$ cat src/rtl/core/vtpd_delay.sv
// ----------------------------------------------------------------------------
// vtpd_delay
// Enabled shift line that keeps side data aligned with the float units.
// ----------------------------------------------------------------------------
module vtpd_delay #(
  parameter int W = 32,
  parameter int D = 2
) (
  input  logic         clk,
  input  logic         en,
  input  logic [W-1:0] din,
  output logic [W-1:0] dout
);
  logic [W-1:0] sr_r [D];

  always_ff @(posedge clk) begin
    if (en) begin
      sr_r[0] <= din;
      for (int i = 1; i < D; i++) begin
        sr_r[i] <= sr_r[i-1];
      end
    end
  end

  assign dout = sr_r[D-1];
endmodule

$ cat config.mk
export PLATFORM = sky130hd
export DESIGN_NAME = vtpd_delay
export DESIGN_NICKNAME = d
export VERILOG_FILES = /design/src/rtl/core/vtpd_delay.sv
export SDC_FILE = /design/constraint.sdc
export NUM_CORES = 1
export LEC_CHECK = 0
export BUFFER_PORTS_ARGS = -buffer_cell sky130_fd_sc_hd__buf_4
export CAP_MARGIN = 10
export CORE_UTILIZATION = 40
export CTS_CLUSTER_SIZE = 20
export DETAILED_ROUTE_END_ITERATION = 6
export PLACE_DENSITY = 0.72
export SETUP_SLACK_MARGIN = 0.5
export SLEW_MARGIN = 5
export SYNTH_ARGS = -nofsm -noshare
export SYNTH_HDL_FRONTEND = slang
export SYNTH_SLANG_ARGS = --single-unit
$ cat constraint.sdc
create_clock -name clk -period 0.8 [get_ports clk]
set_input_delay 0.08 -clock clk [delete_from_list [all_inputs] [get_ports clk]]
set_output_delay 0.08 -clock clk [all_outputs]
set_load 0.01 [all_outputs]
==> After elaboration in Yosys (flattened, before gate mapping) <==
Memory sizes are Yosys's and may differ from the RTL's.
Index checks and enable logic that the tools add are counted.
{ "op_classes": {"add_sub_neg": 0, "n_mul": 0, "n_div": 0, "n_lt_le_gt_ge": 0, "n_eq_ne": 0, "shifts": 0, "n_mux": 2, "bitwise": 0, "n_reduce_logical": 0} }
{ "ops": {"columns": ["operator", "n"], "rows": [
  ["$mux W1", 2]
]} }
{ "word_totals": {"ff_bits": 0, "latch_bits": 0, "mem_bits_rw": 64, "mem_bits_ro": 0, "out_inout_bits": 32, "wordCells": 3, "memories": 1} }
{ "memory_table": {"columns": ["name", "words", "width", "read_ports", "rd_ports_with_merged_regs", "write_ports", "line_no", "source"], "rows": [
  ["sr_r", 2, 32, 2, 0, 2, "14", "logic [W-1:0] sr_r [D];"]
]} }

==> Logic depth before layout (Yosys ltp) <==
{ "depth": {"word_depth": 2, "mapped_depth": 1, "mapped_depth_nobuf": 0} }

==> Least setup slack after synthesis <==
OpenSTA, ideal clock, no wires.
{ "synth_timing": {"path_kind": "register -> register", "start": "memory sr_r[0][0]", "end": "memory sr_r[1][0], in the netlist sr_r[0][32], data pin", "setup_ns": 0.266, "arrival_time_ns": 0.323, "path_slack_ns": 0.211, "stages_incl_launch_ff": 1, "n_path_buf": 0, "synth_period_minus_slack_ns": 0.589, "cell_sequence": "edfxtp_1"} }
{ "synth_lines": {"columns": ["element", "line_no"], "rows": [
  ["from (decl)", "14"]
]} }

==> out/metrics.sh <==
TOTALPOWERFINAL_mW=7.536
FINALNETCOUNT=190
FIRST_PASS_ITERS=4
POWER_REPORT.INTERNAL_TOTAL_mW=6.166
GRT_FIRST_PASS_WIRELENGTH_MM=4.547
PLACE_CONGESTION=0.6123
LAYOUT_COMMONEST_CELL='sky130_fd_sc_hd__edfxtp_1'
INITIAL_CORE_UTIL_PCT=41.80
CRITICAL-PATH-TOP-DELAY-FAMILY='flip-flops'
CTS.CLK_SLEW.WORST_PATHS_NS=0.07
WORST_CLOCK_SKEW_NS=0.009425
NFILLCELLS=329
FP.COREAREA_UM2=5172
LARGEST_NET_DEGREE_AT_THE_START_OF_GLOBAL_ROUTING=12
MOSTFREQUENTLAYOUTCELLS='64 x sky130_fd_sc_hd__edfxtp_1, 33 x sky130_fd_sc_hd__buf_4, 33 x sky130_fd_sc_hd__buf_6, 9 x sky130_fd_sc_hd__clkbuf_8'
CELL_AREA_AFTER_TECHNOLOGY_MAPPING_UM2=2162
HPWL_MM=1.950
COMBINATIONALPOWERSHARE_PCT=9.0
TIMING.FINAL.SETUP_VIOLATIONS=32
STARTPOINT_TYPE='flop'
CRITPATHARRIVALTIME_NS=0.88
SYNTHCELLS=96
CTS_MAX_LEVEL=3
CTS_ROOT_BUFFER='sky130_fd_sc_hd__clkbuf_8'
POWER-PER-CELL-AREA_nW_PER_UM2=2361
CLK-INSERTION-DELAY-LATE_NS=0.33
SYNTH_TOP_CELL_AREA_SHARE_PCT=88.89
DIE_HEIGHT_UM=75.52
REPORT.FINAL.SLEW_VIOL_COUNT=0
IOS=66
CRIT_CHAIN='buf_6'
POWER_FRAC_SEQ_PCT=53.9
CRITICAL_PATH_PEAK_FANOUT=1
MAXIMUM_CLOCK_FREQUENCY_MHz=1046
RUN_STATUS='complete, but fails checks'
CTS_MAX_PATH_BUFFERS=2
POWER.STATIC_LEAKAGE_nW=1.254
SYNTHESIS.AREA_PER_INSTANCE_UM2=22.52
NUMPORTBUFFERS=65
ANTENNA-DIODE-COUNT=0
VDD_IR_DROP_MAX_mV=1.049
FINAL_PERIOD_UTILIZATION_PCT=119.5
ANTENNA_FOUND_INITIAL=0
LARGEST_REGISTER_FF_COUNT=64
MIN-DELAY-PATH-CLASS='input port to flop'
GRT_USE_TOTAL_PCT=12.41
DRT-INITIAL-DRC-COUNT=61
DRC=0
VIOLATIONS='negative hold slack, negative setup slack'
SEQUENTIAL_ELEMENT_SHARE_OF_THE_SYNTHESIZED_AREA_PCT=88.89
DRIVE_ABOVE_1_SHARE_PCT=57.14
NETLIST-CELL-TYPE-COUNT=2
SYNTHESIS.NETS=130
ROUTE.VIAS.TOTAL=936
POSTSYNTHREGISTERBITS=64
MULTIINPUTCOMBCELLCOUNT=0
GR-TOTAL-OVERFLOW=0
NET-SWITCHING-POWER_mW=1.369
PATH_BUF_INV=1
FIRST_GLOBAL_VIAS=906
SHARE_OF_TOTAL_POWER_IN_THE_CLOCK_NETWORK_PCT=37.1
FP-ROW-COUNT=26
REGMOSTFLOPS='sr_r'
REG.LARGEST.LIST='sr_r x64'
P_SW_SHARE_PCT=18.17
YOSYS-TOP-CELLS-AREA='sky130_fd_sc_hd__edfxtp_1 89%, sky130_fd_sc_hd__buf_4 11%'
NETLIST.TOP_CELL.BY_AREA='sky130_fd_sc_hd__edfxtp_1'
CLOCK_SINKS=64
MIN_PERIOD_NS=0.9559
NUMCTSBUFFERS=9
POSTLAYOUTSETUPSLACKWORST_NS=-0.1559
MAX-SLEW-MARGIN-REL_PCT=92.86
FINAL-HOLD-VIOLATION-COUNT=32
AREA_OF_THE_DIE_UM2=5703
REGTOREGSETUPSLACK_NS=0.16
WL_PER_CELL_UM=14.47
SLEW_AT_THE_PIN_CLOSEST_TO_ITS_MAX_SLEW_LIMIT_NS=0.1071
TRITONCTS='built'
COUNT_OF_MAXIMUM_CAPACITANCE_VIOLATIONS=0
CATEGORY_OF_THE_MOST_CRITICAL_SETUP_PATH='flop to output port'
POST_SYNTHESIS_TO_FINAL_LAYOUT_AREA_GROWTH_PCT=47.63
MULTIINPUTGATEAREA_UM2=0
YS.WARNINGS.COUNT=0
CHIPWIDTH_UM=75.52
FIN_WORST_HOLD_SLACK_NS=-0.07328
WORST-ENDPOINT-REQUIRED_NS=0.72
AVGVIACOUNTPERCELL=4.052
WORST_PATH_MAX_DELAY_CELL='sky130_fd_sc_hd__edfxtp_1'
GRT_SETUP_UNREPAIRED='yes'
CRITICAL_PATH.ENDPOINT_TYPE='output port'
TOTALWIRELENGTH_MM=3.342
ANT_NETS=0
CRITICAL_PATH.MAX_STAGE_DELAY_NS=0.41
## path summary, 6_finish.rpt
| check | from | end | cells past startpoint |
|---|---|---|---|
| setup reg to reg | sr_r[0][4]$_DFFE_PP_ | sr_r[0][36]$_DFFE_PP_ | 0 |
| hold / removal | din[7] | sr_r[0][7]$_DFFE_PP_ | 1 |
| setup / recovery | sr_r[0][34]$_DFFE_PP_ | dout[2] | 1 |
| hold reg to reg | sr_r[0][25]$_DFFE_PP_ | sr_r[0][57]$_DFFE_PP_ | 0 |
## power groups by stage
| stage | combinational [mW] | sequential (mW) | clock [mW] |
|---|---|---|---|
| after floorplan | 0.203 | 4.09 | 0 |
| after detailed placement | 0.438 | 4.11 | 0 |
| after CTS | 0.590 | 4.05 | 2.86 |
| after global routing | 0.722 | 4.08 | 3.00 |
| final | 0.679 | 4.06 | 2.79 |
| after global placement | 0.430 | 4.10 | 0 |
## stage by stage
| step | setup slack, ns | std cells | utilization [%] | TNS (ns) | area (µm²) |
|---|---|---|---|---|---|
| after floorplan | 0.2112 | 96 | - | 0 | 2162 |
| after global placement | 0.09736 | 202 | 49.44 | 0 | 2557 |
| after detailed placement | 0.09504 | 202 | 49.44 | 0 | 2557 |
| after CTS | -0.1833 | 225 | 58.27 | -4.594 | 3014 |
| after global routing | -0.1916 | 231 | 61.71 | -5.236 | 3192 |
| final | -0.1559 | 231 | 61.71 | -3.983 | 3192 |
## metal layers
metal / track usage (%) / part of all wire (%) / vias to the layer above / wire (µm)
li1: - / - / 449 / -
met1: 14.35 / 40 / 428 / 1336
met2: 18.15 / 49 / 50 / 1646
met3: 6.085 / 8.6 / 9 / 286
met4: 8.642 / 2.2 / 0 / 72
met5: 0 / 0 / - / 0
## area by class of cell
cell class	count	area (µm²)	share of cell area, %
Sequential cell	64	1922	60.21
Timing Repair Buffer	81	979.7	30.69
Clock buffer	11	131.4	4.116
Tap cell	70	87.58	2.744
Clock inverter	5	71.32	2.234
## cells in the mapped netlist, drive strengths merged
| master | instances |
|---|---|
| buf | 32 |
| edfxtp | 64 |
## what timing repair did
action	in CTS	in global routing
buffers inserted	2	3
hold endpoints to repair	32	32
gates cloned	5	3
resized for setup	24	18
endpoints found under the setup margin	128	109
## kinds of logic (layout without fill, tap and decap cells)
group                  Yosys count  in the layout  synth area share, %
buffers and inverters           32             97                11.11
flip-flops                      64             64                88.89
Note: power is estimated with default switching activity, not from simulation.
