### src/rtl/core/vtpd_pkg.sv
// ----------------------------------------------------------------------------
// vtpd_pkg
// Types, constants and single-precision helpers for the vertex transform.
// ----------------------------------------------------------------------------
package vtpd_pkg;

  localparam logic [31:0] FP_ONE  = 32'h3F80_0000;
  localparam logic [31:0] FP_QNAN = 32'h7FC0_0000;

  localparam int MUL_LAT  = 2;
  localparam int ADD_LAT  = 2;
  localparam int RCP_ITER = 28;
  localparam int RCP_LAT  = RCP_ITER + 2;

  localparam int NUM_MAT_REGS = 8;

  typedef logic [NUM_MAT_REGS-1:0][63:0] mat_regs_t;

  localparam mat_regs_t MAT_RESET = {
    64'h3F80_0000_0000_0000, 64'h0,
    64'h0000_0000_3F80_0000, 64'h0,
    64'h0,                   64'h3F80_0000_0000_0000,
    64'h0,                   64'h0000_0000_3F80_0000
  };

  typedef struct packed {
    logic       sgn;
    logic [7:0] ex;
    logic [23:0] man;
    logic       nan;
    logic       inf;
    logic       zero;
  } fp_unp_t;

  typedef struct packed {
    logic [24:0]        rem;
    logic [23:0]        dvs;
    logic [RCP_ITER-1:0] quo;
    logic signed [10:0] ex;
    logic               sgn;
    logic               nan;
    logic               winf;
    logic               wzero;
  } rcp_stage_t;

  function automatic fp_unp_t fp_unpack(input logic [31:0] f);
    fp_unp_t u;
    u.sgn  = f[31];
    u.ex   = (f[30:23] == 8'd0) ? 8'd1 : f[30:23];
    u.man  = {(f[30:23] != 8'd0), f[22:0]};
    u.nan  = (f[30:23] == 8'hFF) && (f[22:0] != 23'd0);
    u.inf  = (f[30:23] == 8'hFF) && (f[22:0] == 23'd0);
    u.zero = (f[30:0] == 31'd0);
    return u;
  endfunction

  function automatic logic [5:0] lzc48(input logic [47:0] m);
    logic [5:0] lz;
    logic       found;
    lz    = 6'd48;
    found = 1'b0;
    for (int i = 47; i >= 0; i--) begin
      if (!found && m[i]) begin
        lz    = 6'(47 - i);
        found = 1'b1;
      end
    end
    return lz;
  endfunction

  function automatic logic [4:0] lzc24(input logic [23:0] m);
    logic [4:0] lz;
    logic       found;
    lz    = 5'd24;
    found = 1'b0;
    for (int i = 23; i >= 0; i--) begin
      if (!found && m[i]) begin
        lz    = 5'(23 - i);
        found = 1'b1;
      end
    end
    return lz;
  endfunction

  // Rounds sign * m / 2^46 * 2^(e-127) to nearest even, subnormals kept.
  function automatic logic [31:0] round_pack(input logic sgn, input logic [47:0] m,
                                             input logic signed [10:0] e);
    logic [5:0]         lz;
    logic [47:0]        mn;
    logic signed [11:0] ee;
    logic signed [11:0] shw;
    logic [5:0]         sh;
    logic [95:0]        wide;
    logic [7:0]         ex;
    logic [22:0]        frac;
    logic               g;
    logic               s;
    logic               inc;
    logic [31:0]        res;
    lz   = lzc48(m);
    mn   = m << lz;
    ee   = e + 12'sd1 - $signed({6'b0, lz});
    shw  = 12'sd1 - ee;
    sh   = (shw > 12'sd48) ? 6'd48 : shw[5:0];
    wide = {mn, 48'b0} >> sh;
    if (ee >= 12'sd1) begin
      ex   = ee[7:0];
      frac = mn[46:24];
      g    = mn[23];
      s    = |mn[22:0];
    end else begin
      ex   = 8'd0;
      frac = wide[94:72];
      g    = wide[71];
      s    = |wide[70:0];
    end
    inc = g & (s | frac[0]);
    res = {sgn, ex, frac} + {31'b0, inc};
    if (m == 48'd0) begin
      res = {sgn, 31'b0};
    end else if (ee >= 12'sd255) begin
      res = {sgn, 8'hFF, 23'b0};
    end
    return res;
  endfunction

endpackage

### src/rtl/core/vtpd_recip.sv
// ----------------------------------------------------------------------------
// vtpd_recip
// Pipelined reciprocal: unpack, one restoring quotient bit per stage, round.
// ----------------------------------------------------------------------------
module vtpd_recip (
  input  logic        clk,
  input  logic        en,
  input  logic [31:0] w,
  output logic [31:0] y
);
  import vtpd_pkg::*;

  fp_unp_t            uw;
  logic [4:0]         lz;
  logic signed [10:0] ewn;
  rcp_stage_t         st0;
  rcp_stage_t         st_r [RCP_ITER+1];
  rcp_stage_t         fin;
  logic               sticky;
  logic [31:0]        y_r;

  assign uw  = fp_unpack(w);
  assign lz  = lzc24(uw.man);
  assign ewn = $signed({3'b0, uw.ex}) - $signed({6'b0, lz});

  always_comb begin
    st0.rem   = 25'h080_0000;
    st0.dvs   = uw.man << lz;
    st0.quo   = '0;
    st0.ex    = 11'sd253 - ewn;
    st0.sgn   = uw.sgn;
    st0.nan   = uw.nan;
    st0.winf  = uw.inf;
    st0.wzero = uw.zero;
  end

  always_ff @(posedge clk) begin
    if (en) begin
      st_r[0] <= st0;
    end
  end

  for (genvar k = 0; k < RCP_ITER; k++) begin : g_step
    logic        ge;
    logic [24:0] diff;
    rcp_stage_t  nx;

    assign ge   = (st_r[k].rem >= {1'b0, st_r[k].dvs});
    assign diff = ge ? (st_r[k].rem - {1'b0, st_r[k].dvs}) : st_r[k].rem;

    always_comb begin
      nx     = st_r[k];
      nx.rem = {diff[23:0], 1'b0};
      nx.quo = {st_r[k].quo[RCP_ITER-2:0], ge};
    end

    always_ff @(posedge clk) begin
      if (en) begin
        st_r[k+1] <= nx;
      end
    end
  end

  assign fin    = st_r[RCP_ITER];
  assign sticky = (fin.rem != 25'd0);

  always_ff @(posedge clk) begin
    if (en) begin
      if (fin.nan) begin
        y_r <= FP_QNAN;
      end else if (fin.winf) begin
        y_r <= {fin.sgn, 31'b0};
      end else if (fin.wzero) begin
        y_r <= {fin.sgn, 8'hFF, 23'b0};
      end else begin
        y_r <= round_pack(fin.sgn, {fin.quo, sticky, 19'b0}, fin.ex);
      end
    end
  end

  assign y = y_r;
endmodule

### config.mk
export PLATFORM = sky130hd
export DESIGN_NAME = vtpd_recip
export DESIGN_NICKNAME = d
export VERILOG_FILES = /design/src/rtl/core/vtpd_pkg.sv /design/src/rtl/core/vtpd_recip.sv
export SDC_FILE = /design/constraint.sdc
export NUM_CORES = 2
export LEC_CHECK = 0
export ABC_AREA = 1
export BUFFER_PORTS_ARGS = -buffer_cell sky130_fd_sc_hd__buf_2
export CORE_MARGIN = 2
export CORE_UTILIZATION = 50
export DETAILED_ROUTE_END_ITERATION = 16
export HOLD_SLACK_MARGIN = 0.1
export MAX_ROUTING_LAYER = met4
export PLACE_DENSITY_LB_ADDON = 0.15
export SLEW_MARGIN = 40
export SYNTH_ARGS = -nofsm -noshare
export SYNTH_HDL_FRONTEND = slang
export SYNTH_SLANG_ARGS = --single-unit
### constraint.sdc
create_clock -name clk -period 7.15 [get_ports clk]
set_clock_uncertainty 0.2 [all_clocks]
set_input_delay 0.3575 -clock clk [delete_from_list [all_inputs] [get_ports clk]]
set_output_delay 0.3575 -clock clk [all_outputs]
set_load 0.05 [all_outputs]
Yosys cells after proc, flatten, opt, wreduce, memory -nomap -nowiden
Memories as Yosys holds them, arrays and structs flattened.
Cells that the tools add are included.

cells by class
  $add $sub $neg = 34
  multipliers = 0
  divide/modulo/power cells = 0
  magnitude comparators = 31
  eq/ne operators = 1
  shifts and indexed selects = 3
  mux-type cells = 276
  bitwise logic cells = 2
  reductions and logical operators = 114

operators by type and width
  operator                 number
  $ge A25 B24 Y1           28
  $mux W24                 28
  $sub A24 B24 Y24         28
  $mux W6                  34
  $mux W1                  175
  $mux W32                 4
  $mux W5                  24
  $mux W23                 5
  $shr A96 B6 Y95          1
  $reduce_or A71 Y1        1
  $logic_and A1 B1 Y1      53
  $logic_not A1 Y1         51
  $mux W8                  6
  $shl A48 B6 Y48          1
  $add A32 B1 Y32          1
  $logic_not A31 Y1        1
  $logic_not A29 Y1        1
  $reduce_bool A25 Y1      1
  $shl A24 B5 Y24          1
  $logic_not A23 Y1        1
  $reduce_bool A23 Y1      1
  $reduce_or A23 Y1        1
  $add A11 B2 Y12 const B  1
  $ge A12 B2 Y1 const B    1
  12 further kinds         12

word-level totals
  register bits = 32
  latch bits = 0
  RAM bits = 2639
  memory bits (read-only) = 0
  input port bits = 34
  output and inout port bits = 32
  logic and storage cells = 464
  memories kept = 1

memories
  memory  depth  bits a word  read ports  clocked after memory_dff  wr ports  line              source
  st_r    29     91           29          0                         29        vtpd_recip.sv:17  rcp_stage_t st_r [RCP_ITER+1];

Longest topological paths before layout
An unclocked memory read counts as a cell.

  depth in word-level cells = 220
  mapped depth = 54

Worst setup path before layout
No wires, ideal clock.

  path kind = register to register
  start = memory st_r[1][1127] in the netlist's numbering
  end = register y_r[22] (netlist: y[22]), data pin
  data arrival time = 5876 ps
  required time = 6693 ps
  path slack = 818 ps
  stages on the path, launching flop included = 52
  buffers on the path = 2
  clock period less this slack = 6332 ps
  cell sequence = edfxtp_1 nor2_2 nand2_1 nor2_2 nand3_4 nor2_8 nand4_1 nand2_1 inv_2 nand4_2 buf_2 ha_1 inv_1 ha_1 fa_1 inv_1 ha_1 inv_1 [16 not listed] nand2_1 nand3_2 nand3_1 nand3_1 nand3_1 nand2_1 nand2_4 inv_1 ha_1 nand2_2 nor2_4 nand3_2 inv_2 nand3_2 inv_2 nand3_1 nand3_1 nand2_1

RTL lines
  item                    line              source
  start: declaration      vtpd_recip.sv:17
  end signal: assignment  vtpd_recip.sv:72  y_r <= {fin.sgn, 31'b0};
  end signal: assignment  vtpd_recip.sv:74  y_r <= {fin.sgn, 8'hFF, 23'b0};
  end signal: assignment  vtpd_recip.sv:76  y_r <= round_pack(fin.sgn, {fin.quo, sticky, 19'b0}, fin.ex);
  end: declaration        vtpd_recip.sv:20  logic [31:0] y_r;

==> run summary <==
Pre-Repair DR Iteration Count - 6
Cell family with most CP delay - buffers and inverters
Yosys reg bits - 2188
Worst Setup Path Type - in2reg
Share of layout cells above drive strength 1 - 8.51%
Vias in the first global route - 69200
Multi-input gate area - 38000 um2
Status - completed
Final Core Density - 56.8%
Worst slew pin tran - 877 ps
Maximum vdd drop - 0.000295 V
Distinct cells, synth - 70
Die height - 470 um
# IOs - 66
Final Max Tran Viols - 0
Hold WC Path Type - reg2reg
PortBufs - 65
Final net count - 11000
DRT antenna net count - 0
Final Hold Viols - 0
RSZ-0062 raised after global routing - true
F_max - 0.148 GHz
Seq pwr share - 39.5%
Clock Power Share - 23.8%
Crit share post-route - 94.8%
CTS tree - built
Leak - 50.3 nW
Syn Nets - 10600
CTS root buffer - clkbuf_16
Drt total wl - 247000 um
Endpoints failing setup - 0
Cell Area, Synth - 109000 um2
FFs w/ async S/R, synth - 0%
Syn Inst Count - 9863
Largest stage delay on the critical path - 590 ps
H-Tree Depth - 4
Latest clock arrival within the worst-skew pair - 910 ps
Startpoint Class - primary input
First-pass GRT wire length - 385000 um
Die Width - 470 um
Slowest cell on the critical path - dlygate4sd3_1
Sequential cell area - 65700 um2
Via Count - 70900
Grt ovf - 0
Crit path buffers/inverters - 13
Combinational share of power - 36.7%
Most used DFF post-synth - edfxtp_1
Worst slew margin - 41.6%
DP HPWL - 185000 um
Row count - 171
Fillers - 18100
Number of CTS-inserted buffers - 223
Seq/Total Area, Yosys - 60.4%
WL/cell - 18.5 um
Tmin final - 6780 ps
Crit. Startpoint - w[30]
Largest net degree at the start of global routing - 156
Max cap viols - 0
P_int - 32.0 mW
Worst Setup End Kind - flip-flop
DR iter-0 viols - 5075
Clock transition at path regs - 60 ps
Core Footprint - 217000 um2
Clk sink count - 2188
DR vias/cell - 5.31
DRC - 0
Setup TNS - 0 ps
Initial Util - 50.2%
Avg Inst Size Synth - 11.0 um2
Power, Total - 49.5 mW
Sw Pwr - 17.5 mW
Max clock buf depth - 3
Critical path arrival - 7140 ps
HP Start - st_r[1][917]$_DFFE_PP_
GPL Wtd Cong - 0.909
Layout area overhead - 13.1%
GRT Total Usage - 22.7%
Max FO, Critical Path - 20
Net Sw Frac - 35.4%
Die Area - 221000 um2
CP Data Required Time - 7520 ps
RR Startpoint - st_r[1][1132]$_DFFE_PP_
Initial antenna violation count - 3
EDFF count, synth - 2188
Ys Warns - 0
Power per cell area - 402 nW/um2
worst paths after layout:
path / depth (start not counted) / slack, ps / to
setup reg to reg: 46 / 470 / y[30]$_SDFFCE_PP1P_
hold reg to reg: 0 / 150 / st_r[1][1008]$_DFFE_PP_
hold / removal: 0 / 150 / st_r[1][1008]$_DFFE_PP_
setup / recovery: 37 / 370 / st_r[0][11]$_DFFE_PP_
stage by stage:
stage | worst slack, ps | hold slack [ps] | std cells | instance area, um2
CTS | 33.2 | 136 | 13300 | 122000
global route | -59.1 | 155 | 13300 | 123000
detailed placement | 285 | 205 | 12800 | 114000
finish | 371 | 154 | 13300 | 123000
floorplan | 818 | 200 | 9863 | 109000
global placement | 289 | 200 | 12800 | 114000
final cells by class:
class	count	share of cell area [%]
inverters	1232	3.77
clock buffers	262	4.65
repair buffers	421	2.89
flip-flops and latches	2188	53.4
repair inverters	1	0.00712
diodes	1	0.00203
multi-input cells	6231	30.9
clock inverters	156	1.51
well taps	2854	2.90
flip-flops by register name, indices dropped and copies added, names as in the netlist:
signal and cells:
st_r 2156, y 32
layer usage:
layer  up-vias  part of all wire (%)  global-route usage, %
li1      35400                     -                      -
met5         -                     0                      -
met4         0                   2.5                   5.97
met3       331                   3.3                   2.72
met2      1189                    50                   38.4
met1     34000                    44                   28.9
placed cells by master (no fill, tap or decap), types with 9 or more instances in the layout:
cell type         n
o221ai_1         11
edfxtp_1       2188
a221o_1          26
a21oi_1        1004
nor2_1          737
nand3_1         600
o211ai_1          9
clkbuf_1         39
a31oi_1          30
nand2_2          36
clkbuf_16       225
a211oi_1         47
bufinv_16        28
nand4_1         115
nor3_1           48
clkinv_2         36
dlygate4sd3_1    69
fa_1             29
buf_12           19
o21bai_1         38
o31ai_1          14
nand3b_1          9
nor2_2           26
buf_4           257
nor4_1           45
o21ai_0         378
nand2_1        1505
clkinv_16        15
clkinv_1         59
xor2_1          215
nand3_2          43
inv_1          1191
o21ai_1          55
ha_1            670
buf_2            64
inv_2            31
nor2_4           15
clkinvlp_4       19
xnor2_1         398
logic make-up after synthesis:
| group | Yosys count | share of synthesized area, % |
|---|---|---|
| simple gates | 3230 | 12.8 |
| compound gates | 1682 | 8.39 |
| fa+ha+maj | 701 | 8.26 |
| buf+inv | 1444 | 5.15 |
| xor+xnor | 616 | 4.98 |
| flops | 2188 | 60.4 |
| mux | 2 | 0.0196 |
cell usage after synthesis (45+ instances only):
| cell | number | area share [%] |
|---|---|---|
| a211oi_1 | 48 | 0.33 |
| a21oi_1 | 1005 | 4.6 |
| buf_2 | 74 | 0.34 |
| clkbuf_1 | 110 | 0.38 |
| edfxtp_1 | 2188 | 60 |
| ha_1 | 672 | 7.7 |
| inv_1 | 1193 | 4.1 |
| nand2_1 | 1523 | 5.3 |
| nand3_1 | 626 | 2.9 |
| nand4_1 | 115 | 0.66 |
| nor2_1 | 757 | 2.6 |
| nor3_1 | 50 | 0.23 |
| nor4_1 | 45 | 0.26 |
| o21ai_0 | 381 | 1.8 |
| o21ai_1 | 55 | 0.25 |
| xnor2_1 | 398 | 3.2 |
| xor2_1 | 215 | 1.7 |
power by group through the flow:
stage                     Combinational (mW)  Sequential, mW  Clock, mW
after global placement                  17.6            19.8          0
after CTS                               18.1            19.6       12.1
after floorplan                         13.6            19.0          0
final                                   18.2            19.5       11.8
after global routing                    20.5            19.8       12.6
after detailed placement                17.9            19.8          0
what timing repair did:
action | in CTS | in global routing
gates resized for setup | 0 | 93
endpoints found under the setup margin | 0 | 34
buffers inserted | 0 | 11
hold buffers | 69 | 0
endpoints found under the hold margin | 284 | 0
Power figures use the tool's default switching activity.
