<file path="src/rtl/core/vtpd_pkg.sv">
// ----------------------------------------------------------------------------
// vtpd_pkg
// Types, constants and single-precision helpers for the vertex transform.
// ----------------------------------------------------------------------------
package vtpd_pkg;

  localparam logic [31:0] FP_ONE  = 32'h3F80_0000;
  localparam logic [31:0] FP_QNAN = 32'h7FC0_0000;

  localparam int MUL_LAT  = 2;
  localparam int ADD_LAT  = 2;
  localparam int RCP_ITER = 28;
  localparam int RCP_LAT  = RCP_ITER + 2;

  localparam int NUM_MAT_REGS = 8;

  typedef logic [NUM_MAT_REGS-1:0][63:0] mat_regs_t;

  localparam mat_regs_t MAT_RESET = {
    64'h3F80_0000_0000_0000, 64'h0,
    64'h0000_0000_3F80_0000, 64'h0,
    64'h0,                   64'h3F80_0000_0000_0000,
    64'h0,                   64'h0000_0000_3F80_0000
  };

  typedef struct packed {
    logic       sgn;
    logic [7:0] ex;
    logic [23:0] man;
    logic       nan;
    logic       inf;
    logic       zero;
  } fp_unp_t;

  typedef struct packed {
    logic [24:0]        rem;
    logic [23:0]        dvs;
    logic [RCP_ITER-1:0] quo;
    logic signed [10:0] ex;
    logic               sgn;
    logic               nan;
    logic               winf;
    logic               wzero;
  } rcp_stage_t;

  function automatic fp_unp_t fp_unpack(input logic [31:0] f);
    fp_unp_t u;
    u.sgn  = f[31];
    u.ex   = (f[30:23] == 8'd0) ? 8'd1 : f[30:23];
    u.man  = {(f[30:23] != 8'd0), f[22:0]};
    u.nan  = (f[30:23] == 8'hFF) && (f[22:0] != 23'd0);
    u.inf  = (f[30:23] == 8'hFF) && (f[22:0] == 23'd0);
    u.zero = (f[30:0] == 31'd0);
    return u;
  endfunction

  function automatic logic [5:0] lzc48(input logic [47:0] m);
    logic [5:0] lz;
    logic       found;
    lz    = 6'd48;
    found = 1'b0;
    for (int i = 47; i >= 0; i--) begin
      if (!found && m[i]) begin
        lz    = 6'(47 - i);
        found = 1'b1;
      end
    end
    return lz;
  endfunction

  function automatic logic [4:0] lzc24(input logic [23:0] m);
    logic [4:0] lz;
    logic       found;
    lz    = 5'd24;
    found = 1'b0;
    for (int i = 23; i >= 0; i--) begin
      if (!found && m[i]) begin
        lz    = 5'(23 - i);
        found = 1'b1;
      end
    end
    return lz;
  endfunction

  // Rounds sign * m / 2^46 * 2^(e-127) to nearest even, subnormals kept.
  function automatic logic [31:0] round_pack(input logic sgn, input logic [47:0] m,
                                             input logic signed [10:0] e);
    logic [5:0]         lz;
    logic [47:0]        mn;
    logic signed [11:0] ee;
    logic signed [11:0] shw;
    logic [5:0]         sh;
    logic [95:0]        wide;
    logic [7:0]         ex;
    logic [22:0]        frac;
    logic               g;
    logic               s;
    logic               inc;
    logic [31:0]        res;
    lz   = lzc48(m);
    mn   = m << lz;
    ee   = e + 12'sd1 - $signed({6'b0, lz});
    shw  = 12'sd1 - ee;
    sh   = (shw > 12'sd48) ? 6'd48 : shw[5:0];
    wide = {mn, 48'b0} >> sh;
    if (ee >= 12'sd1) begin
      ex   = ee[7:0];
      frac = mn[46:24];
      g    = mn[23];
      s    = |mn[22:0];
    end else begin
      ex   = 8'd0;
      frac = wide[94:72];
      g    = wide[71];
      s    = |wide[70:0];
    end
    inc = g & (s | frac[0]);
    res = {sgn, ex, frac} + {31'b0, inc};
    if (m == 48'd0) begin
      res = {sgn, 31'b0};
    end else if (ee >= 12'sd255) begin
      res = {sgn, 8'hFF, 23'b0};
    end
    return res;
  endfunction

endpackage

</file>
<file path="src/rtl/core/vtpd_fmul.sv">
// ----------------------------------------------------------------------------
// vtpd_fmul
// Two-stage single-precision multiplier: mantissa product, then round.
// ----------------------------------------------------------------------------
module vtpd_fmul (
  input  logic        clk,
  input  logic        en,
  input  logic [31:0] a,
  input  logic [31:0] b,
  output logic [31:0] y
);
  import vtpd_pkg::*;

  fp_unp_t            ua;
  fp_unp_t            ub;
  logic [47:0]        prod_r;
  logic signed [10:0] ex_r;
  logic               sgn_r;
  logic               nan_r;
  logic               inf_r;
  logic [31:0]        y_r;

  assign ua = fp_unpack(a);
  assign ub = fp_unpack(b);

  always_ff @(posedge clk) begin
    if (en) begin
      prod_r <= {24'b0, ua.man} * {24'b0, ub.man};
      ex_r   <= $signed({3'b0, ua.ex}) + $signed({3'b0, ub.ex}) - 11'sd127;
      sgn_r  <= ua.sgn ^ ub.sgn;
      nan_r  <= ua.nan | ub.nan | (ua.inf & ub.zero) | (ub.inf & ua.zero);
      inf_r  <= ua.inf | ub.inf;
      if (nan_r) begin
        y_r <= FP_QNAN;
      end else if (inf_r) begin
        y_r <= {sgn_r, 8'hFF, 23'b0};
      end else begin
        y_r <= round_pack(sgn_r, prod_r, ex_r);
      end
    end
  end

  assign y = y_r;
endmodule

</file>
<file path="config.mk">
export PLATFORM = sky130hd
export DESIGN_NAME = vtpd_fmul
export DESIGN_NICKNAME = d
export VERILOG_FILES = /design/src/rtl/core/vtpd_pkg.sv /design/src/rtl/core/vtpd_fmul.sv
export SDC_FILE = /design/constraint.sdc
export NUM_CORES = 2
export LEC_CHECK = 0
export BUFFER_PORTS_ARGS = -buffer_cell sky130_fd_sc_hd__buf_2
export CAP_MARGIN = 20
export CORE_UTILIZATION = 40
export DETAILED_ROUTE_END_ITERATION = 6
export GPL_TIMING_DRIVEN = 0
export SLEW_MARGIN = 30
export SYNTH_ARGS = -nofsm -noshare
export SYNTH_HDL_FRONTEND = slang
export SYNTH_SLANG_ARGS = --single-unit
</file>
<file path="constraint.sdc">
create_clock -name clk -period 10.05 [get_ports clk]
set_input_delay 1.005 -clock clk [delete_from_list [all_inputs] [get_ports clk]]
set_output_delay 1.005 -clock clk [all_outputs]
set_load 0.01 [all_outputs]
</file>
Word level (Yosys, flattened, before mapping)
Cells that the tools add are included.

Eq/ne operators: 2. Muxes and demuxes: 261. Add/sub/neg operators: 6. Bitwise operators: 9. Order comparisons: 3. Reduce and logical (&&, ||, !) cells: 113. Shift operators: 2. Multiply operators: 1.

Operators with widths (number): 2-to-1 mux 6 bit (52); 2-to-1 mux 1 bit (196); 2-to-1 mux 32 bit (3); right shift 96 x 6 -> 95 bit (1); 2-to-1 mux 23 bit (4); OR reduction 71 bit (1); zero test 31 bit (2); logical AND 1 bit (51); zero test 48 bit (1); multiplier 24 x 24 -> 48 bit (1); 2-to-1 mux 8 bit (6); left shift 48 x 6 -> 48 bit (1); zero test 1 bit (47); zero test 23 bit (2); nonzero test 23 bit (2); adder 32 x 1 -> 32 bit (1); OR reduction 23 bit (1); == test 8 bit (second input constant) (2); zero test 8 bit (2); nonzero test 8 bit (2); greater-or-equal comparator 12 x 2 -> 1 bit (second input constant) (1); greater-or-equal comparator 12 x 9 -> 1 bit (second input constant) (1); greater-than comparator 12 x 7 -> 1 bit (second input constant) (1); subtractor 12 x 7 -> 12 bit (1); 9 further kinds (15).

Register bits: 93. Word-level logic and storage cells: 405. Bits of input ports: 66. Output and inout bits: 32.

Longest topological paths before layout
Depth after elaboration: 302. Gate-level depth with buffers: 40. Depth with buffers taken out: 33.

Worst setup path after synthesis
OpenSTA, ideal clock, no wires.

Kind: input -> register. From: input port b[5]. To: register prod_r[47], data pin. Path buffers: 2. Required time: 9790 ps. Data arrival time: 7854 ps. Setup slack: 1936 ps. Setup time: 260 ps. Stages: 27. Cells stage by stage: clkbuf_1 -> clkbuf_1 -> nand2_1 -> fa_1 -> inv_1 -> fa_1 -> fa_1 -> inv_1 -> fa_1 -> fa_1 -> inv_1 -> fa_1 -> fa_1 -> ha_1 -> a21o_1 -> a41oi_1 -> o21a_1 -> o31ai_1 -> o41ai_1 -> a311oi_1 -> a41o_1 -> o41a_1 -> nand4_1 -> a31oi_1 -> a21o_1 -> a21oi_1 -> xnor2_1.

Cells in the longest elaborated chain, start to end: 1.

RTL lines: start: declaration (RTL line vtpd_fmul.sv:9) `input logic [31:0] b,`; multiplier 24 x 24 -> 48 bit (RTL line vtpd_fmul.sv:28) `prod_r <= {24'b0, ua.man} * {24'b0, ub.man};`; end signal: assignment (RTL line vtpd_fmul.sv:28); end: declaration (RTL line vtpd_fmul.sv:16) `logic [47:0] prod_r;`.

Every way passes these cells. A chain may end at the register's enable or synchronous reset.

Worst setup path after layout
From: register prod_r[31]. To: register y_r[26] (netlist: y[26]), data pin.

Cells in the longest elaborated chain, start to end: 206. Elaborated cells between the ends (all ways): 254. Classes of those cells: 3 x add/sub; 3 x order compare; 2 x shift; 178 x mux; 2 x bitwise; 66 x reduce/logical.

RTL lines: logical AND 1 bit (RTL line vtpd_pkg.sv:63) `if (!found && m[i]) begin`; 2-to-1 mux 1 bit (RTL line vtpd_pkg.sv:63); 2-to-1 mux 1 bit (RTL line vtpd_fmul.sv:35) `end else if (inf_r) begin`; 2-to-1 mux 1 bit (RTL line vtpd_fmul.sv:33) `if (nan_r) begin`; 2-to-1 mux 1 bit (RTL line vtpd_fmul.sv:27) `if (en) begin`; zero test 1 bit (RTL line vtpd_pkg.sv:63); logical AND 1 bit (RTL line vtpd_pkg.sv:63); 2-to-1 mux 1 bit (RTL line vtpd_pkg.sv:63); [... 190 more ...]; 2-to-1 mux 1 bit (RTL line vtpd_fmul.sv:35); 2-to-1 mux 1 bit (RTL line vtpd_fmul.sv:33); 2-to-1 mux 1 bit (RTL line vtpd_fmul.sv:27); OR 1 bit (RTL line vtpd_pkg.sv:117) `inc = g & (s | frac[0]);`; AND 1 bit (RTL line vtpd_pkg.sv:117); adder 32 x 1 -> 32 bit (RTL line vtpd_pkg.sv:118) `res = {sgn, ex, frac} + {31'b0, inc};`; 2-to-1 mux 32 bit (RTL line vtpd_pkg.sv:121) `end else if (ee >= 12'sd255) begin`; 2-to-1 mux 32 bit * (RTL line vtpd_pkg.sv:119) `if (m == 48'd0) begin`; end signal: assignment (RTL line vtpd_fmul.sv:36) `y_r <= {sgn_r, 8'hFF, 23'b0};`; end signal: assignment (RTL line vtpd_fmul.sv:38) `y_r <= round_pack(sgn_r, prod_r, ex_r);`; end: declaration (RTL line vtpd_fmul.sv:21) `logic [31:0] y_r;`.

Every way passes the cells marked *; elsewhere a longest branch is shown, timed or not. The select of a mux whose other input is x is not followed.

==> impl.org <==
** Run status
- The run finished with clean final reports.

** Timing
- Static timing analysis puts the maximum clock frequency at 0.102 GHz.
- Period Utilization, post-route :: 97.3%
- Final period demand of the worst path :: 9780 ps
- RSZ-0062 raised after global routing :: true
- Number of hold violations in the final report :: 0
- Headroom to the max-slew limit :: 28.2%
- Largest clock skew in the final design :: 10.4 ps
- The count of pins over their slew limit was 0.
- Setup violations, final :: 0
- Slew at the pin closest to its max-slew limit :: 1080 ps

** Clock tree
- CTS buffer count :: 9
- In this run, post-CTS hold repair placed 0 buffers.
- Worst skew pair latency :: 390 ps
- CTS placed an instance of sky130_fd_sc_hd__clkbuf_16 at the clock tree root.
- The tree built by TritonCTS fans out to 93 sinks.
- H-tree depth :: 3
- Maximum count of clock buffers along a single path :: 2
- TritonCTS built the clock tree.
- After clock tree synthesis, the clock-pin slew on the worst setup and hold paths is 80 ps.

** Critical path
- In this run the critical register-to-register path is captured at y[26].
- Register-to-Register Path Depth :: 32
- CP Data Arrival Time :: 9980 ps
- Kind of end point of the critical path :: register
- The most critical setup path has its startpoint at prod_r[31].
- For this design, the slowest cell found on the critical path is sky130_fd_sc_hd__or4_1.
- Number of buffers and inverters on the critical path :: 6
- The worst setup path is launched from a register.
- In this run the number of cells on the critical path is 32.
- Delay of the slowest cell on the worst path :: 590 ps
- The startpoint identified for the worst register-to-register timing path is prod_r[31].
- The critical path ends at y[26].
- WS Path Type :: reg2reg
- At the worst endpoint, the required time is 10,250 ps.
- In this run the worst path has a maximum fanout of 19.
- Worst R2R Setup Slack :: 270 ps
- Category of cells accounting for the largest share of critical-path delay :: compound AO/OA/AOI/OAI gates

** Yosys
- Most instantiated flip-flop cell in the synthesis netlist :: sky130_fd_sc_hd__edfxtp_1
- Top post-synthesis cells by area :: sky130_fd_sc_hd__fa_1, sky130_fd_sc_hd__edfxtp_1, sky130_fd_sc_hd__ha_1
- Of the post-synthesis cell area, the part taken by muxes is 4.42%.
- sky130_fd_sc_hd__fa_1 takes more of the synthesized area than any other cell.
- Compound-gate portion of the synthesized area :: 13.7%
- Synthesis-stage register bit count :: 93
- In this run, synthesis inferred 93 flip-flops with an integrated enable.
- The synthesized design devotes to its leading area cell type 31.3% of total area.
- The synthesized netlist devotes 39.2% of its cell area to adder and majority cells.
- Distinct cell type count of the synthesized netlist :: 118
- Sequential cells were found to cover 9.02% of the synthesized design area.
- Synthesized Nets :: 4,441
- Parity-gate share of the synthesized area counting xor and xnor cells :: 2.57%
- Yosys printed 0 warnings.
- After synthesis the cells add up to 31,000 µm².
- The synthesized netlist devotes 21.7% of its cell area to simple gates.
- Post-synthesis instance total :: 3,694
- By area, the combinational part of the netlist is dominated by adder cells.
- For this run, asynchronously set or reset flops after synthesis account for 0%.
- Syn_area_per_cell :: 8.38 µm²

** Die
- Die ar. :: 78,500 µm²
- After floorplanning, the core was sized to cover 76,300 µm².
- The initial utilization of the core area, before any placement, comes to 40.6%.
- The floorplan step set the die height to 280 µm.
- Chip width :: 280 µm
- After floorplanning, the core was divided into 101 placement rows.
- 98 I/O pins were placed.

** Drt
- Routed Wire Length :: 128,000 µm
- Avg WL per Cell :: 26.5 µm
- Summing over every cut layer, the via total after detailed routing is 29,100.
- Number of vias per cell after detailed routing :: 6.02
- The first routing iteration left 2,971 violations.
- The first detailed-routing pass ran for 6 iterations.
- Total DRC errors in the routed layout :: 0
- Once detail routing completed, the nets flagged for antenna violations numbered 0.

** GRT
- The number of global-route vias before repair came to 28,700.
- The first global-routing pass estimated 188,000 µm of wire.
- Global routing finished with a remaining overflow of 0.
- The number of antenna violations at the first check in global routing is 7.
- Maximum number of pins on one net before global-route repair :: 73
- GRT Resource Usage Total :: 32.5%

** Layout
- The number of antenna diodes in the final layout is 0.
- Compared with the post-synthesis result, the final layout area differs by 7.96%.
- Summed area of non-filler cells in the final layout :: 33,400 µm²
- Leaving out fill and tap cells, the most frequent cell in the layout is sky130_fd_sc_hd__nand2_1.
- Layout cells sized above 1 :: 8.20%
- Most frequent cells in the layout :: sky130_fd_sc_hd__nand2_1, sky130_fd_sc_hd__inv_1, sky130_fd_sc_hd__fa_1, sky130_fd_sc_hd__and2_1, sky130_fd_sc_hd__ha_1
- Storage cell area :: 2790 µm²
- Fill cells in the final layout number 7,887.
- Final core occ :: 43.8%
- Combined area of the multi-input logic cells :: 25,600 µm²
- The net count of the finished layout is 4,548.

** Placed design
- During placement, the flow inserted port buffers numbering 83.
- At the end of routability-driven placement, the weighted congestion stood at 1.02.
- The placed instances occupy a cell area of 32,800 µm².
- The HPWL after detailed placement is 106,000 µm.

** Flow run
- Max-cap violations in this run came to 0.

** Min path
- Worst hold path type :: reg2reg
-- cells in the mapped netlist, types with 10 or more instances --
cell type,number
sky130_fd_sc_hd__a211o_1,11
sky130_fd_sc_hd__a211oi_1,25
sky130_fd_sc_hd__a21o_1,19
sky130_fd_sc_hd__a21oi_1,140
sky130_fd_sc_hd__a221oi_1,11
sky130_fd_sc_hd__a31oi_1,31
sky130_fd_sc_hd__and2_1,211
sky130_fd_sc_hd__and3_1,24
sky130_fd_sc_hd__and4_1,14
sky130_fd_sc_hd__buf_1,10
sky130_fd_sc_hd__buf_2,24
sky130_fd_sc_hd__clkbuf_1,167
sky130_fd_sc_hd__edfxtp_1,93
sky130_fd_sc_hd__fa_1,484
sky130_fd_sc_hd__ha_1,197
sky130_fd_sc_hd__inv_1,523
sky130_fd_sc_hd__mux2_2,22
sky130_fd_sc_hd__mux2i_1,94
sky130_fd_sc_hd__nand2_1,535
sky130_fd_sc_hd__nand2b_1,17
sky130_fd_sc_hd__nand3_1,89
sky130_fd_sc_hd__nand4_1,32
sky130_fd_sc_hd__nor2_1,195
sky130_fd_sc_hd__nor2b_1,10
sky130_fd_sc_hd__nor3_1,89
sky130_fd_sc_hd__nor3b_1,10
sky130_fd_sc_hd__nor4_1,41
sky130_fd_sc_hd__o2111ai_1,11
sky130_fd_sc_hd__o211ai_1,29
sky130_fd_sc_hd__o21a_1,18
sky130_fd_sc_hd__o21ai_0,84
sky130_fd_sc_hd__o21ai_1,12
sky130_fd_sc_hd__o21bai_1,15
sky130_fd_sc_hd__o22ai_1,31
sky130_fd_sc_hd__o31ai_1,10
sky130_fd_sc_hd__o32ai_1,11
sky130_fd_sc_hd__or2_2,13
sky130_fd_sc_hd__or3_1,20
sky130_fd_sc_hd__or4_1,13
sky130_fd_sc_hd__xnor2_1,67
sky130_fd_sc_hd__xor2_1,22
-- per-stage QoR --
stage	cells	TNS [ps]	hold slack [ps]	setup slack, ps
floorplan	3694	0	509	1940
global placement	4807	-43800	545	-1770
detailed placement	4813	-39000	528	-1590
CTS	4828	0	562	11.3
global route	4836	-25.7	607	-19.3
finish	4836	0	559	270
-- logic make-up after synthesis --
kind of cell | after synthesis
flip-flops | 93
AO/OA/AOI/OAI | 607
AND/OR/NAND/NOR | 1359
multiplexers | 124
adder cells (fa/ha/maj) | 681
XOR/XNOR | 90
buffers and inverters | 740
-- repair_timing --
action,4_1_cts,5_1_grt
pin swaps,2,7
gates resized for setup,27,38
endpoints found under the setup margin,31,30
hold endpoints to repair,0,0
setup buffers,2,10
-- final cells by class --
| cell class | count | share of cell area (%) |
|---|---|---|
| inverters | 527 | 5.95 |
| flip-flops and latches | 93 | 8.35 |
| repair buffers | 102 | 1.73 |
| plain buffers | 207 | 2.72 |
| clock inverters | 7 | 0.228 |
| clock buffers | 9 | 0.674 |
| well taps | 1030 | 3.85 |
| multi-input cells | 2861 | 76.5 |
-- per-layer routing --
metal | GRT usage [%] | share of wire (%) | vias to the layer above
met5 | 0.500 | 0.066 | -
met4 | 15.2 | 5.3 | 6
met3 | 7.44 | 9.5 | 364
met2 | 51.0 | 45 | 1544
met1 | 42.2 | 40 | 14600
li1 | - | - | 12600
-- how the worst min path moves through the flow --
stage / startpoint / end / slack [ps] / cells after the start
final: sgn_r / y[31] / 560 / 1
after global routing: sgn_r / y[31] / 610 / 1
after CTS: sgn_r / y[31] / 560 / 1
after detailed placement: sgn_r / y[31] / 530 / 1
after global placement: sgn_r / y[31] / 550 / 1
after floorplan: sgn_r / y[31] / 510 / 1
-- sequential cells by signal (all words and copies together) (netlist names) --
name,count
ex_r,10
inf_r,1
nan_r,1
prod_r,48
sgn_r,1
y,32
-- worst register-to-register path, delay by kind of cell (launching register included) --
family                     cells  cell delay, ps
buffers and inverters          6            2010
DFF                            1             500
and+or+nand+nor               11            2740
xor gates and xnor gates       1             280
AOI/OAI and AO/OA             11            3260
adders and majority gates      2             670
muxes                          1             170
Power is left out: the tool's default activity adds up to more than one toggle a clock period on the data nets, which glitch-free logic cannot reach.
